File: config.mk
export PLATFORM = sky130hd
export DESIGN_NAME = nsa_ctrl
export DESIGN_NICKNAME = d
export VERILOG_FILES = /design/src/rtl/nsa_pkg.sv /design/src/rtl/nsa_ctrl.sv
export SDC_FILE = /design/constraint.sdc
export NUM_CORES = 1
export LEC_CHECK = 0
export ABC_AREA = 1
export ABC_CLOCK_PERIOD_IN_PS = 2800
export BUFFER_PORTS_ARGS = -buffer_cell sky130_fd_sc_hd__buf_2
export CORE_MARGIN = 3
export CORE_UTILIZATION = 35
export CTS_CLUSTER_DIAMETER = 120
export DETAILED_ROUTE_END_ITERATION = 6
export PLACE_DENSITY_LB_ADDON = 0.05
export SLEW_MARGIN = 20
export SYNTH_ARGS = -nofsm -noshare
export SYNTH_HDL_FRONTEND = slang
export SYNTH_SLANG_ARGS = --single-unit
File: constraint.sdc
create_clock -name i_clk -period 2.8 [get_ports i_clk]
set_clock_uncertainty 0.2 [all_clocks]
set_input_delay 0.14 -clock i_clk [delete_from_list [all_inputs] [get_ports i_clk]]
set_output_delay 0.14 -clock i_clk [all_outputs]
set_load 0.01 [all_outputs]
File: src/rtl/nsa_pkg.sv
`timescale 1ns / 1ps

package nsa_pkg;

    localparam int MAX_ENTRIES_DEF = 256;
    localparam int MAX_DIMENSION   = 4096;

    localparam int CH_W     = 16;   // Q8.8 color channel, Q12.4 center
    localparam int SQ_IN_W  = 34;   // sum of squares
    localparam int ROOT_W   = SQ_IN_W / 2;
    localparam int COST_W   = 34;
    localparam int CFG_IDX_W = 3;
    localparam int CFG_DAT_W = 16;

    localparam logic [CFG_IDX_W-1:0] CFG_IMAGE_WIDTH  = 3'd0;
    localparam logic [CFG_IDX_W-1:0] CFG_IMAGE_HEIGHT = 3'd1;
    localparam logic [CFG_IDX_W-1:0] CFG_SP_COUNT     = 3'd2;
    localparam logic [CFG_IDX_W-1:0] CFG_POS_WEIGHT   = 3'd3;

    localparam logic OP_LOAD     = 1'b0;
    localparam logic OP_CLASSIFY = 1'b1;

    typedef struct packed {
        logic load_we;
        logic start;
        logic rd_en;
        logic rd_last;
    } t_cmd;

    typedef struct packed {
        logic in_image;
        logic count_zero;
        logic scan_done;
    } t_status;

endpackage

File: src/rtl/nsa_ctrl.sv
`timescale 1ns / 1ps

module nsa_ctrl
    import nsa_pkg::*;
#(
    parameter int ADDR_W = 8,
    parameter int CNT_W  = 9
) (
    input  logic              i_clk,
    input  logic              i_rst_n,
    input  logic              i_valid,
    input  logic              i_opcode,
    input  logic [CNT_W-1:0]  i_count,
    input  t_status           i_status,
    input  logic              i_out_free,
    output logic              o_stall,
    output logic              o_out_load,
    output t_cmd              o_cmd,
    output logic [ADDR_W-1:0] o_rd_addr
);
    typedef enum logic [1:0] {
        S_IDLE,
        S_SCAN,
        S_DRAIN,
        S_DONE
    } t_state;

    t_state            r_state;
    logic [ADDR_W-1:0] r_addr;
    logic              accept;
    logic              last;

    assign o_stall = (r_state != S_IDLE);
    assign accept  = i_valid && (r_state == S_IDLE);
    assign last    = ((CNT_W'(r_addr) + CNT_W'(1)) == i_count);

    always_comb begin
        o_cmd.load_we = accept && (i_opcode == OP_LOAD);
        o_cmd.start   = accept && (i_opcode == OP_CLASSIFY) && i_status.in_image;
        o_cmd.rd_en   = (r_state == S_SCAN);
        o_cmd.rd_last = (r_state == S_SCAN) && last;
    end

    assign o_rd_addr  = r_addr;
    assign o_out_load = (r_state == S_DONE) && i_out_free;

    always_ff @(posedge i_clk) begin
        if (!i_rst_n) begin
            r_state <= S_IDLE;
            r_addr  <= '0;
        end else begin
            unique case (r_state)
                S_IDLE: begin
                    r_addr <= '0;
                    if (o_cmd.start) begin
                        r_state <= i_status.count_zero ? S_DONE : S_SCAN;
                    end
                end
                S_SCAN: begin
                    r_addr <= r_addr + ADDR_W'(1);
                    if (last) begin
                        r_state <= S_DRAIN;
                    end
                end
                S_DRAIN: begin
                    if (i_status.scan_done) begin
                        r_state <= S_DONE;
                    end
                end
                S_DONE: begin
                    if (i_out_free) begin
                        r_state <= S_IDLE;
                    end
                end
                default: r_state <= S_IDLE;
            endcase
        end
    end

endmodule

Word level (Yosys, flattened, before mapping) --
Index checks and enable logic that the tools add are counted.
Storage, ports and cells: flip-flop bits (word level) 10, latch bits 0, bits in writable memories 0, bits in read-only memories 0, bits of input ports 17, output and inout bits 14, logic and storage cells 30, memories kept 0
Cells by class: $add $sub $neg 2, $mul 0, divide/modulo/power cells 0, $lt $le $gt $ge 0, equality and inequality tests 8, shifts and indexed selects 0, mux-type cells 7, bitwise logic cells 1, reductions and logical operators 10
Operator list (number):
- $pmux 8 s2 | 1
- $mux 2 | 5
- $add 8x1->9 const B | 1
- $eq 9x9->1 | 1
- $add 8x1->8 const B | 1
- $pmux 2 s4 | 1
- $logic_and 1x1->1 | 6
- $ne 2x2->1 const B | 3
- $eq 2x2->1 const B | 2
- $reduce_and 4->1 | 1
- $reduce_bool 2->1 | 2
- $eq 2x1->1 const B | 1
- $logic_not 2->1 | 1
- $ne 2x1->1 const B | 1
- $not 1->1 | 1

Depth between registers and ports, before layout --
depth after elaboration 6, gate-level depth with buffers 16, gate-level depth less buffers 16

Least setup slack after synthesis --
No wires, ideal clock.
kind flip-flop to flip-flop, start register r_addr[0], in the netlist o_rd_addr[0], end register r_state[1], library setup time 0.113 ns, data arrival time 1.557 ns, data required time 2.487 ns, path slack 0.930 ns, stages on the path, launching flop included 15, buffers on the path 0, period minus slack after synthesis 1.870 ns, path through dfxtp_1 -> ha_1 -> nand2_2 -> nor2_4 -> nand2_1 -> nand2_1 -> nand2_1 -> nand2_1 -> nand2_1 -> nor2_1 -> nand3_1 -> nand2_2 -> nand2_1 -> nor2_1 -> nor2_1
On the way: cells in the longest elaborated chain, start to end 4
Ends and longest elaborated chain:
- start, declared | RTL line nsa_ctrl.sv:29 | logic [ADDR_W-1:0] r_addr;
- start signal, assigned | RTL line nsa_ctrl.sv:60 | r_addr <= r_addr + ADDR_W'(1);
- $add 8x1->9 | RTL line nsa_ctrl.sv:35 | assign last = ((CNT_W'(r_addr) + CNT_W'(1)) == i_count);
- $eq 9x9->1 | RTL line nsa_ctrl.sv:35
- $ne 2x1->1 (no line)
- $reduce_and 4->1 (no line)
- end signal, assigned | RTL line nsa_ctrl.sv:56 | r_state <= i_status.count_zero ? S_DONE : S_SCAN;
- end, declared | RTL line nsa_ctrl.sv:28 | t_state r_state;
No other way between the ends. A chain may end at the register's enable or synchronous reset.

==> run metrics <==
number of optimization iterations in the first detailed-route pass=4; die footprint=0.002998 mm^2; cts bufs inserted=3; multiplexer share of the synthesized area=0%; n_diodes=0; Clock Sinks=10; antenna violations before repair=0; Post-CTS Setup Bufs=0; CP required=2.46 ns; average cell area after synthesis=5.660 um^2; maxcap violations=0; Synth warnings=0; routed vias/inst=4.526; number of global-route vias before repair=769; clock latency on the worst-skew pair=0.27 ns; largest family of logic cells by synthesized area=simple AND/OR/NAND/NOR gates; first-pass GRT wire length=3318 um; count of distinct cell types in the synthesized netlist=18; number of endpoints failing setup at the final stage=0; data arrival time of the critical path=1.92 ns; worst supply voltage drop on vdd=0.4211 mV; Buffers on Ports=30; f_max=442.6 MHz; cell count after synthesis=147; status=finished clean; weighted congestion reported at the end of routability-driven placement=0.7490; cell type contributing the most total cell area after synthesis=dfxtp_1; startpoint type of the worst setup path=flip-flop; IO Count=31; worst reg-to-reg path cell count=15; total power=0.0006170 W; Clock Root Buffer=clkbuf_4; most common library cell in the layout ignoring fill and taps=nand2_1; parity-gate share of the synthesized area counting xor and xnor cells=0%; TritonCTS clock tree=yes; total congestion overflow after global routing=0; Slew headroom=61.80%; pwr/cell area=582.8 mW/mm^2; actual transition at the worst max-transition pin=0.5709 ns; via count=946; worst-case clock buffer depth=2; std cell rows=17; proportion of netlist area held by the largest area contributor=24.06%; worst hold path class=input pin to flip-flop; Seq cells post-synth=10; area share of fa/ha/maj cells after synthesis=7.519%; Worst Setup Path Type=flip-flop to output port; worst hold path cell count=5; Die Height=54.76 um; Final Hold Vio Count=0; post-layout minimum cycle time=2.259 ns; pin count of the biggest net entering global routing=12; RSZ-0062 raised after global routing=false; Syn Std Cell Area=832.0 um^2; floorplan core area=0.002233 mm^2; detailed placer's ending HPWL=1653 um; number of max-slew violations in the final report=0; starting DRC count in detailed routing=20; post-layout net count=204; largest driver fanout on the critical path=6; CP Capture Type=output port; fraction of the cycle the final worst path needs=80.69%; residual DRC count=0; post-synthesis simple-gate area fraction=45.26%; top area cells in the synthesized netlist=dfxtp_1 24%, nand2_1 24%, inv_1 13%; Initial Util=37.25%; commonest cells after routing, fill and taps aside=53 x nand2_1, 30 x buf_2, 29 x inv_1; ratio of cells with drive above 1 in the final layout=20.44%; Syn-to-layout area delta=27.22%; H-Tree Depth=1; aggregate global-route resource usage=15.44%; Compound-Gate Fraction of Synth Area=9.474%; standby leakage power=0.5907 nW; remaining antenna violation count=0; sequential area share after synthesis=24.06%; horizontal extent of the die=54.76 um; detail-routed net length per standard cell=9.828 um; Total Neg Setup Slack=0 ns; final WL=2054 um; syn nets=169; clock-pin slew on the worst setup and hold paths=0.07 ns
[synthesized netlist by cell type]
library cell and count:
nand3b_1 2, inv_1 29, nor3_1 2, buf_2 1, nor2_1 12, ha_1 5
nand3_1 13, a211oi_1 1, nand2_2 2, nand2_1 53, a21oi_1 8, o21ai_1 1
o21bai_1 1, o221ai_1 1, dfxtp_1 10, nor2_4 1, o21ai_0 2, nand4_1 3
[cell families after synthesis]
logic type,Yosys count
adders and majority gates,5
buffers and inverters,30
and+or+nand+nor,88
DFF,10
AOI/OAI and AO/OA,14
[worst paths after layout]
kind                                           startpoint                   endpoint  slack [ns]
worst max-delay path            o_rd_addr[0]$_SDFFE_PN0P_                   o_cmd[0]        0.54
worst min-delay path                          i_status[1]    r_state[1]$_SDFFE_PN0P_       0.005
worst max register to register  o_rd_addr[0]$_SDFFE_PN0P_    r_state[1]$_SDFFE_PN0P_        0.79
worst min register to register  o_rd_addr[4]$_SDFFE_PN0P_  o_rd_addr[4]$_SDFFE_PN0P_        0.30
[where the power goes]
group          leakage [nW]  switching (W)  internal [W]
Clock                0.0210      0.0000561     0.0000790
Combinational         0.488       0.000192      0.000108
Sequential           0.0812      0.0000208      0.000161
[state kept, by name (all words and copies together), names as in the netlist]
name and cells:
r_state 2, o_rd_addr 8
[what timing repair did]
action                                  CTS  global route
endpoints found under the setup margin    0             0
hold buffers                              1             0
gates resized for setup                   0             0
endpoints found under the hold margin     2             0
[metal layers]
metal,part of all wire [%],track usage (%)
met1,50,20.62
met2,46,23.82
met3,3.7,3.270
met4,0.58,6.224
met5,0,0
[worst max-delay path, stage by stage, from the launching register on]
cell and delay (ns):
dfxtp_1 0.41, ha_1 0.21, nand2_2 0.11, nor2_4 0.15, inv_1 0.09, nand3_1 0.09, nand2_1 0.05, inv_1 0.04
nand2_1 0.05, nor2_1 0.10, nand3_1 0.12, nor2_1 0.10, buf_2 0.14
[metrics by stage]
| stage | utilization, % | setup slack, ns | hold WS, ns | area [um^2] | cells |
|---|---|---|---|---|---|
| final | 47.39 | 0.5407 | 0.004949 | 1059 | 209 |
| after global routing | 47.39 | 0.2915 | 0.04040 | 1059 | 209 |
| after CTS | 47.39 | 0.5179 | 0.001792 | 1059 | 209 |
| after detailed placement | 45.32 | 0.7893 | 0.2009 | 1012 | 204 |
| after global placement | 45.32 | 0.8156 | 0.1887 | 1012 | 204 |
| after floorplan | - | 0.9298 | 0.06045 | 832.0 | 147 |
[final cells by class]
cell class / count / area [um^2]
inverter: 29 / 108.9
sequential: 10 / 200.2
timing repair buffer: 31 / 160.2
multi-input combinational: 107 / 518.0
clock buffer: 4 / 36.28
fill: 243 / 1175
tap: 28 / 35.03
No activity file was read; power rests on OpenSTA's default activity.
